===== src/design/conv3_pkg.sv =====
// ----------------------------------------------------------------------------
// conv3_pkg
// Shared constants, register codes and beat types for the 3x3 line-buffered
// correlation block.
// ----------------------------------------------------------------------------
`default_nettype none

package conv3_pkg;

  // defaults for the top-level parameters
  localparam int MAX_LINE_WIDTH_DEF = 1024;
  localparam int COEFF_BITS_DEF     = 16;

  // fixed geometry and field widths
  localparam int KERNEL_SIZE       = 3;
  localparam int KERNEL_TAPS       = KERNEL_SIZE * KERNEL_SIZE;
  localparam int PIXEL_BITS        = 8;
  localparam int OUT_BITS          = 28;
  localparam int FRAME_WIDTH_BITS  = 11;
  localparam int FRAME_HEIGHT_BITS = 13;
  localparam int ROW_BITS          = 12;
  localparam int COEFF_REG_BITS    = 64;
  localparam int COEFF_LAST_BITS   = 16;
  localparam int TAPS_PER_REG      = 4;
  localparam int CFG_INDEX_BITS    = 3;
  localparam int MIN_FRAME_DIM     = 3;
  localparam int MAX_FRAME_HEIGHT  = 4096;

  // reset values of the configuration registers
  localparam int FRAME_WIDTH_RST   = 1024;
  localparam int FRAME_HEIGHT_RST  = 480;

  // flow control: registered stages ahead of the result queue, and its depth
  localparam int PIPE_STAGES = 4;
  localparam int FIFO_DEPTH  = 8;

  typedef enum logic [CFG_INDEX_BITS-1:0] {
    REG_FRAME_WIDTH  = 3'd0,
    REG_FRAME_HEIGHT = 3'd1,
    REG_COEFFS_A     = 3'd2,
    REG_COEFFS_B     = 3'd3,
    REG_COEFF_LAST   = 3'd4
  } cfg_reg_t;

  // per-pixel control that rides along the pipeline
  typedef struct packed {
    logic emit;   // this pixel produces a result
    logic last;   // this pixel closes the frame
  } item_tag_t;

  // one result beat
  typedef struct packed {
    logic signed [OUT_BITS-1:0] value;
    logic                       last;
  } result_t;

endpackage

`default_nettype wire


===== src/design/conv3_out_fifo.sv =====
// ----------------------------------------------------------------------------
// conv3_out_fifo
// Small result queue between the free-running pipeline and the output.
// ----------------------------------------------------------------------------
`default_nettype none

module conv3_out_fifo (
  input  wire logic                clk,
  input  wire logic                rst,
  input  wire logic                wr_en,
  input  wire conv3_pkg::result_t  wr_data,
  output logic                     out_valid,
  input  wire logic                out_stall,
  output conv3_pkg::result_t       rd_data,
  output logic [$clog2(conv3_pkg::FIFO_DEPTH+1)-1:0] count
);
  import conv3_pkg::*;

  localparam int PTRW = $clog2(FIFO_DEPTH);
  localparam int CNTW = $clog2(FIFO_DEPTH + 1);

  result_t         slots [FIFO_DEPTH];
  logic [PTRW-1:0] wr_ptr;
  logic [PTRW-1:0] rd_ptr;
  logic            pop;

  assign out_valid = count != '0;
  assign pop       = out_valid && !out_stall;
  assign rd_data   = slots[rd_ptr];

  always_ff @(posedge clk) begin
    if (wr_en) begin
      slots[wr_ptr] <= wr_data;
    end
  end

  always_ff @(posedge clk) begin
    if (rst) begin
      wr_ptr <= '0;
      rd_ptr <= '0;
      count  <= '0;
    end else begin
      if (wr_en) begin
        wr_ptr <= (wr_ptr == PTRW'(FIFO_DEPTH - 1)) ? '0 : wr_ptr + PTRW'(1);
      end
      if (pop) begin
        rd_ptr <= (rd_ptr == PTRW'(FIFO_DEPTH - 1)) ? '0 : rd_ptr + PTRW'(1);
      end
      count <= count + CNTW'(wr_en) - CNTW'(pop);
    end
  end

endmodule

`default_nettype wire


===== config.mk =====
export PLATFORM = sky130hd
export DESIGN_NAME = conv3_out_fifo
export DESIGN_NICKNAME = d
export VERILOG_FILES = /design/src/design/conv3_pkg.sv /design/src/design/conv3_out_fifo.sv
export SDC_FILE = /design/constraint.sdc
export NUM_CORES = 1
export LEC_CHECK = 0
export BUFFER_PORTS_ARGS = -buffer_cell sky130_fd_sc_hd__buf_2
export CORE_ASPECT_RATIO = 0.7
export CORE_MARGIN = 2
export CORE_UTILIZATION = 40
export CTS_CLUSTER_DIAMETER = 80
export DETAILED_ROUTE_END_ITERATION = 10
export PLACE_DENSITY_LB_ADDON = 0.15
export SKIP_LAST_GASP = 1
export SLEW_MARGIN = 25
export SYNTH_ARGS = -nofsm -noshare
export SYNTH_HDL_FRONTEND = slang
export SYNTH_SLANG_ARGS = --single-unit

===== constraint.sdc =====
create_clock -name clk -period 4.33 [get_ports clk]
set_clock_uncertainty 0.1 [all_clocks]
set_input_delay 0.866 -clock clk [delete_from_list [all_inputs] [get_ports clk]]
set_output_delay 0.866 -clock clk [all_outputs]
set_load 0.03 [all_outputs]

==> results.ini <==
[yosys]
yosys_warnings = 0
synth-seq-cells = 245
synth.avg_cell_area_um2 = 23.0
syn_nets = 453
yosysSeqAreaShare = 0.763
yosysUniqueCellTypes = 30
yosys.area.top_type = edfxtp_1
synth_area_um2 = 9470
synthCells = 411
synth_top_area_frac = 0.736
synth_area_leaders = edfxtp_1, mux4_2, mux4_1

[timing]
fmax_mhz = 278
rsz0062_at_grt = false
tns_ns = 0
period_share = 0.831
final-setup-viol-count = 0
fin_ws_ns = 0.734
worst_pin_slew_ns = 0.886
hold_violations = 0
drv_slew = 0
maxSlewHeadroom = 0.410
fin_crit_ns = 3.60

[power_and_ir_drop]
power_density_nw_per_um2 = 513
leakage_nw = 3.61
irDropWorstVdd_v = 0.000320

[die]
ios = 67
rows = 47
die_h_um = 133
core_area_um2 = 23500
initial_core_util = 0.404
die-area_um2 = 24900
fp.dieW_um = 188

[routing]
wl_um = 17800
drt_iter0_markers = 333
viasPerCell = 5.04
num_vias = 4222
dr.pass1.iters = 4
drcViolationCount = 0
wl_per_cell_um = 21.3
drtAntennaViolNets = 0

[global_route]
antenna_found_initial = 1
grt_use_total = 0.146
grt_max_degree = 59
grt.overflow.total = 0
grt_pass1_vias = 4581
grt_pass1_wl_um = 27200

[worst_setup_path]
cp.arrival_ns = 2.63
worstPathRequired_ns = 3.36
cp_slowest_cell = dfxtp_4
regToRegStartpoint = count[2]
critPathKind = reg -> out
critPathTopFamily = multiplexers
critPathLaunchType = flip-flop
path_cells = buf_12 -> mux4_1 -> mux2_2 -> buf_2
worstSetupPathDepth = 4
reg2reg_depth = 9
crit_path_max_incr_delay_ns = 0.70
critical_path_buf_inv_count = 2
crit_path_end_kind = primary output
worstPathMaxFanout = 34

[cells_and_area]
fillCellCount = 1949
layout-drive-gt1-share = 0.388
multiInputGateArea_um2 = 2150
mostFrequentLayoutCell = edfxtp_1
post-route-util = 0.471
seq_area_um2 = 7230
stdcell_count = 837
area_delta_synth_final_pct = 16.7
layout_common_cells = edfxtp_1, buf_2, mux4_2, clkbuf_16, mux2_2
layout.nets = 543

[clock_tree]
worst_skew_pair.late_latency_ns = 0.51
clkTransAtPathRegs_ns = 0.06
cts.sink_count = 245
ctsLongestPathBuffers = 3
htreeDepth = 1
post_cts_buffers = 0
clockRootBuffer = clkbuf_16
ctsResizeCount = 0
cts_tree = done
cts_buffers = 25
holdBufCountCts = 0

[place]
placed_cells = 792
gp_routability_congestion = 0.738
place_hpwl_um = 10400
place.port_buffers = 66
dp_slack_ns = 1.21

[hold_path]
holdCritPathClass = reg -> reg
min_from = rd_ptr[2]
min_path_cells = 2

[job]
maxCapViolations = 0

[outcome]
outcome = complete, no violations

[cell usage after synthesis]
| library cell | n |
|---|---|
| a21oi_1 | 9 |
| a31o_1 | 1 |
| buf_12 | 3 |
| buf_2 | 5 |
| buf_6 | 1 |
| clkbuf_1 | 7 |
| clkbuf_4 | 1 |
| dfxtp_1 | 13 |
| edfxtp_1 | 232 |
| fa_1 | 1 |
| ha_1 | 8 |
| inv_1 | 6 |
| mux2_2 | 19 |
| mux2_4 | 10 |
| mux2i_1 | 2 |
| mux4_1 | 13 |
| mux4_2 | 45 |
| nand2_1 | 4 |
| nand2b_1 | 5 |
| nand3_1 | 2 |
| nand3b_1 | 1 |
| nand4_1 | 1 |
| nor2_1 | 11 |
| nor2b_1 | 2 |
| nor3_1 | 2 |
| nor3b_1 | 1 |
| o21ai_0 | 3 |
| or3_1 | 1 |
| or4_1 | 1 |
| xnor2_1 | 1 |
[layer usage]
layer  up-vias  global-route usage  routed length [um]
met3        29              0.0279                 765
met1      2185               0.207                8230
met4         0              0.0350                 367
li1       1917                   -                   -
met2        91               0.237                8440
met5         -                   0                   0
[report_power, final]
group | internal [mW] | switching [mW] | leakage (nW)
registers | 2.67 | 0.0855 | 2.22
clock network | 1.23 | 0.839 | 0.393
logic | 0.373 | 0.471 | 1.00
total | 4.27 | 1.40 | 3.61
[final timing paths]
kind,endpoint,slack [ns]
min,flip-flop,0.43
min reg2reg,flip-flop,0.43
max reg2reg,count[2],1.97
max,rd_data[28],0.73
[metrics by stage]
stage	power, mW	instance area, um^2	hold WS [ns]
2_1_floorplan	3.43	9470	0.389
3_3_place_gp	3.64	10300	0.405
3_5_place_dp	3.66	10300	0.421
4_1_cts	5.75	11100	0.431
5_1_grt	5.90	11100	0.458
6_report	5.67	11100	0.432
[state kept, by name, summed over array words and instances (netlist names), named ones only]
name / cells
wr_ptr: 3
count: 4
rd_ptr: 3
slots: 232
[worst register-to-register path: cells and delay by family, from the launching register on]
kind / cells / cell delay, ns
AND/OR/NAND/NOR: 4 / 0.87
buffers and inverters: 1 / 0.09
XOR/XNOR: 1 / 0.16
adder cells (fa/ha/maj): 3 / 0.73
flip-flops: 1 / 0.31
[logic make-up (layout without fill, tap and decap cells)]
group | after synthesis | after routing | share of synthesized area
AOI/OAI and AO/OA | 13 | 13 | 0.00726
xor gates and xnor gates | 1 | 1 | 0.000925
adders and majority gates | 9 | 9 | 0.0127
buffers and inverters | 23 | 130 | 0.0161
DFF | 245 | 245 | 0.763
muxes | 89 | 89 | 0.184
other | 0 | 1 | 0
and+or+nand+nor | 31 | 31 | 0.0164
[area by class of cell]
class / instances / area share
sequential: 245 / 0.654
multi-input combinational: 143 / 0.194
clock buffer: 28 / 0.0576
timing repair buffer: 80 / 0.0417
tap: 318 / 0.0360
clock inverter: 16 / 0.0138
inverter: 6 / 0.00204
antenna: 1 / 0.000226
No activity file was read; power rests on OpenSTA's default activity.
