`config.mk`:
```
export PLATFORM = sky130hd
export DESIGN_NAME = conv3_mac
export DESIGN_NICKNAME = d
export VERILOG_FILES = /design/src/design/conv3_pkg.sv /design/src/design/conv3_mac.sv
export SDC_FILE = /design/constraint.sdc
export NUM_CORES = 2
export LEC_CHECK = 0
export ABC_AREA = 1
export BUFFER_PORTS_ARGS = -buffer_cell sky130_fd_sc_hd__buf_2
export CORE_MARGIN = 8
export CORE_UTILIZATION = 30
export CTS_CLUSTER_DIAMETER = 30
export DETAILED_ROUTE_END_ITERATION = 7
export GPL_ROUTABILITY_DRIVEN = 0
export HOLD_SLACK_MARGIN = 0.12
export PLACE_DENSITY = 0.44
export SYNTH_ARGS = -nofsm -noshare
export SYNTH_HDL_FRONTEND = slang
export SYNTH_SLANG_ARGS = --single-unit
```
`constraint.sdc`:
```
create_clock -name clk -period 7.5 [get_ports clk]
set_input_delay 1.875 -clock clk [delete_from_list [all_inputs] [get_ports clk]]
set_output_delay 1.875 -clock clk [all_outputs]
set_load 0.01 [all_outputs]
```
`src/design/conv3_pkg.sv`:
```
// ----------------------------------------------------------------------------
// conv3_pkg
// Shared constants, register codes and beat types for the 3x3 line-buffered
// correlation block.
// ----------------------------------------------------------------------------
`default_nettype none

package conv3_pkg;

  // defaults for the top-level parameters
  localparam int MAX_LINE_WIDTH_DEF = 1024;
  localparam int COEFF_BITS_DEF     = 16;

  // fixed geometry and field widths
  localparam int KERNEL_SIZE       = 3;
  localparam int KERNEL_TAPS       = KERNEL_SIZE * KERNEL_SIZE;
  localparam int PIXEL_BITS        = 8;
  localparam int OUT_BITS          = 28;
  localparam int FRAME_WIDTH_BITS  = 11;
  localparam int FRAME_HEIGHT_BITS = 13;
  localparam int ROW_BITS          = 12;
  localparam int COEFF_REG_BITS    = 64;
  localparam int COEFF_LAST_BITS   = 16;
  localparam int TAPS_PER_REG      = 4;
  localparam int CFG_INDEX_BITS    = 3;
  localparam int MIN_FRAME_DIM     = 3;
  localparam int MAX_FRAME_HEIGHT  = 4096;

  // reset values of the configuration registers
  localparam int FRAME_WIDTH_RST   = 1024;
  localparam int FRAME_HEIGHT_RST  = 480;

  // flow control: registered stages ahead of the result queue, and its depth
  localparam int PIPE_STAGES = 4;
  localparam int FIFO_DEPTH  = 8;

  typedef enum logic [CFG_INDEX_BITS-1:0] {
    REG_FRAME_WIDTH  = 3'd0,
    REG_FRAME_HEIGHT = 3'd1,
    REG_COEFFS_A     = 3'd2,
    REG_COEFFS_B     = 3'd3,
    REG_COEFF_LAST   = 3'd4
  } cfg_reg_t;

  // per-pixel control that rides along the pipeline
  typedef struct packed {
    logic emit;   // this pixel produces a result
    logic last;   // this pixel closes the frame
  } item_tag_t;

  // one result beat
  typedef struct packed {
    logic signed [OUT_BITS-1:0] value;
    logic                       last;
  } result_t;

endpackage

`default_nettype wire

```
`src/design/conv3_mac.sv`:
```
// ----------------------------------------------------------------------------
// conv3_mac
// Nine parallel pixel-by-tap products, three partial sums, final sum.
// ----------------------------------------------------------------------------
`default_nettype none

module conv3_mac #(
  parameter int COEFF_BITS = conv3_pkg::COEFF_BITS_DEF
) (
  input  wire logic                                   clk,
  input  wire logic                                   rst,
  input  wire logic [conv3_pkg::KERNEL_TAPS-1:0][conv3_pkg::PIXEL_BITS-1:0] window,
  input  wire conv3_pkg::item_tag_t                   window_tag,
  input  wire logic [conv3_pkg::COEFF_REG_BITS-1:0]   coeffs_a,
  input  wire logic [conv3_pkg::COEFF_REG_BITS-1:0]   coeffs_b,
  input  wire logic signed [conv3_pkg::COEFF_LAST_BITS-1:0] coeff_last,
  output logic                                        res_valid,
  output conv3_pkg::result_t                          res
);
  import conv3_pkg::*;

  localparam int TW   = (COEFF_BITS > COEFF_LAST_BITS) ? COEFF_BITS : COEFF_LAST_BITS;
  localparam int PW   = TW + PIXEL_BITS + 1;
  localparam int SW   = PW + 4;
  localparam int ACCW = (SW > OUT_BITS) ? SW : OUT_BITS;

  logic signed [TW-1:0]   taps [KERNEL_TAPS];
  logic signed [PW-1:0]   prod [KERNEL_TAPS];
  logic signed [ACCW-1:0] part [KERNEL_SIZE];
  logic signed [ACCW-1:0] total;
  item_tag_t              tag_p;
  item_tag_t              tag_s;

  // unpack taps; a slot past the top of its register reads as zero
  for (genvar g = 0; g < 2; g++) begin : g_reg
    for (genvar s = 0; s < TAPS_PER_REG; s++) begin : g_slot
      logic [COEFF_REG_BITS-1:0] shifted;
      assign shifted = (g == 0 ? coeffs_a : coeffs_b) >> (s * COEFF_BITS);
      assign taps[g*TAPS_PER_REG + s] = TW'($signed(shifted[COEFF_BITS-1:0]));
    end
  end
  assign taps[KERNEL_TAPS-1] = TW'(coeff_last);

  always_ff @(posedge clk) begin
    for (int k = 0; k < KERNEL_TAPS; k++) begin
      prod[k] <= PW'($signed({1'b0, window[k]})) * PW'(taps[k]);
    end
    for (int i = 0; i < KERNEL_SIZE; i++) begin
      part[i] <= ACCW'(prod[i*KERNEL_SIZE]) + ACCW'(prod[i*KERNEL_SIZE + 1]) +
                 ACCW'(prod[i*KERNEL_SIZE + 2]);
    end
  end

  always_ff @(posedge clk) begin
    if (rst) begin
      tag_p <= '0;
      tag_s <= '0;
    end else begin
      tag_p <= window_tag;
      tag_s <= tag_p;
    end
  end

  assign total     = part[0] + part[1] + part[2];
  assign res_valid = tag_s.emit;
  assign res.value = total[OUT_BITS-1:0];
  assign res.last  = tag_s.last;

endmodule

`default_nettype wire

```
==> flow_summary.toml <==
[outcome]
status = "finished clean"

[routing]
wl_met3_um = 6746
viasPerCell = 4.322
wl_per_cell_um = 15.20
routed.top_layer = "met5"
num_vias = 50280
met2_length_um = 78460
ant_nets = 0
first_iter_violations = 2747
wl_um = 176800
first_pass_iters = 6
drc_errors = 0
drt-met1-wl_um = 87730

[clock_tree]
clock-sinks = 310
post-cts-setup-buffer-count = 0
htree_levels = 3
post_cts_resized = 0
clk_latency_ns = 0.64
cts-root-buf = "clkbuf_16"
numCtsBuffers = 84
cts_buffer_depth = 3
ctsHoldBuffers = 0
clkTransAtPathRegs_ns = 0.04
cts_tree = "done"

[timing]
hold_viol_final = 0
tightest_slew_ns = 0.7372
finClkSkew_ns = 0.05363
period_needed_ns = 5.793
maxSlewHeadroom_pct = 50.69
fin_setup_tns_ns = 0
holdWs_ns = 0.4013
fmax_ghz = 0.1726
fin_crit_sh_pct = 77.24
setup_viol = 0
finalMaxSlewViolations = 0
rsz0062_at_grt = "no"

[worst_setup_path]
start_kind = "register"
cp_slowest_stage_delay_ns = 0.60
critical_path_buf_inv_count = 5
crit_family = "adder cells"
reg2reg_slack_ns = 4.62
crit_top_cell = "inv_1"
crit_chain = "inv_1, fa_1, inv_1, ha_1, inv_1, fa_1, inv_1, nand3_1, nand3_1, nand2_1, nand2_1, a21oi_1, xor2_1, buf_2"
r2r-start = "prod[0][175]"
worstSetupEndpointType = "output pin"
rr_worst_depth = 14
slowest_stage = "xor2_1"
worstSetupPathType = "register to output pin"
arrival_ns = 3.92
critPathRequiredTime_ns = 5.62
worst-path-max-fanout = 4
worst_r2r_endpoint = "part[0][73]"

[floorplan]
die_h_um = 470.2
fp-row-count = 166
ios = 250
core-area_um2 = 204800
start_util_pct = 30.22
die_w_um = 470.2
die_area_um2 = 221100

[synthesis]
synthesis.nets = 10620
synthTopCellsByCount = "2700 x nand2_1, 2638 x inv_1, 1024 x fa_1"
synth_area_per_cell_um2 = 7.018
async_flop_share_pct = 0
synthMostInstantiatedCell = "nand2_1"
netlist_area_um2 = 61900
synth_edf_count = 0
yosys.area.top_type_share_pct = 33.12
yosys_warnings = 0
ys.flop_type = "dfxtp_1"
synth_sequential_area_ratio_pct = 10.03
ys_ff_latch = 310
synth_area_leaders = "fa_1 33%, nand2_1 16%, inv_1 16%"
yosysTopAreaCell = "fa_1"
syn_inst = 8820
synthDistinctLibCells = 28

[global_route]
grt_max_degree = 17
grt.overflow.total = 0
grt_pass1_wl_um = 289500
grt_use_total_pct = 16.04
grt_pass1_vias = 52960
antenna_found_initial = 27

[placement]
io_buffers = 249
hpwl_um = 154600

[final_layout]
drive_above_1_share_pct = 5.069
syn_to_final_growth_pct = 10.64
seq_area_um2 = 6206
multiInputGateArea_um2 = 44700
fill_cells = 22180
nNetsFinal = 10660

[job]
drv_cap = 0

[worst_hold_path]
hp-start = "tag_p[1]"
worstHoldEndpoint = "res_valid"
hold_path_depth = 2
holdCritPathClass = "register to register"
==> stage by stage <==
stage               worst slack, ns  instances  area, um^2  utilization, %
finish                        1.707      11630       68480           33.44
global route                  1.500      11630       68470           33.43
CTS                           1.537      11630       68460           33.43
detailed placement            1.320      11470       65420           31.95
global placement              1.364      11470       65420           31.95
floorplan                     1.605       8820       61900               -
==> tightest hold or removal path, cell delays in order (launching register included) <==
cell,delay [ns]
dfxtp_1,0.29
inv_1,0.04
nor2_1,0.03
==> routing by layer <==
metal	global-route usage [%]	vias up
met4	3.518	10
met5	0	-
met2	25.98	964
met1	23.20	23950
met3	1.494	158
li1	-	25190
==> logic make-up after synthesis <==
group           synth area share [%]
simple gates                   22.57
fa+ha+maj                      44.26
flops                          10.03
xor+xnor                       2.462
compound gates                 2.933
buf+inv                        17.75
==> sequential cells by signal, summed over array words and instances, names as in the netlist <==
signal     count
res_valid      1
part          81
res            1
prod         225
tag_p          2
==> layout make-up <==
cell class | instances | share of cell area, %
Inverter | 2639 | 14.47
Tap cell | 2688 | 4.911
Sequential cell | 310 | 9.063
Clock buffer | 107 | 3.386
Multi-Input combinational cell | 5583 | 65.28
Timing Repair Buffer | 249 | 1.820
Clock inverter | 49 | 1.047
Antenna cell | 8 | 0.02923
==> cell usage in the layout (no fill, tap or decap), drive strengths merged, types with 14 or more instances in the layout <==
cell    instances
nand2        2715
clkinv         22
o21ai          63
inv          2643
and2           14
xnor2          58
dfxtp         310
ha            551
a21o           19
clkbuf        107
buf           249
xor2          116
nor2          356
o21bai         17
a21oi         242
fa           1024
nand4          93
nand3         272
nor3           32
==> worst max path at each step <==
stage           startpoint  slack [ns]      endpoint  cells after the start
2_1_floorplan   window[64]        1.60  prod[0][222]                     18
3_3_place_gp    window[32]        1.36  prod[0][121]                     15
3_5_place_dp    window[32]        1.32  prod[0][121]                     15
4_1_cts        part[0][29]        1.54       res[18]                     14
5_1_grt        part[0][29]        1.50       res[18]                     14
6_report       part[0][29]        1.71       res[18]                     14
Power is left out: the tool's default activity adds up to more than one toggle a clock period on the data nets, which glitch-free logic cannot reach.
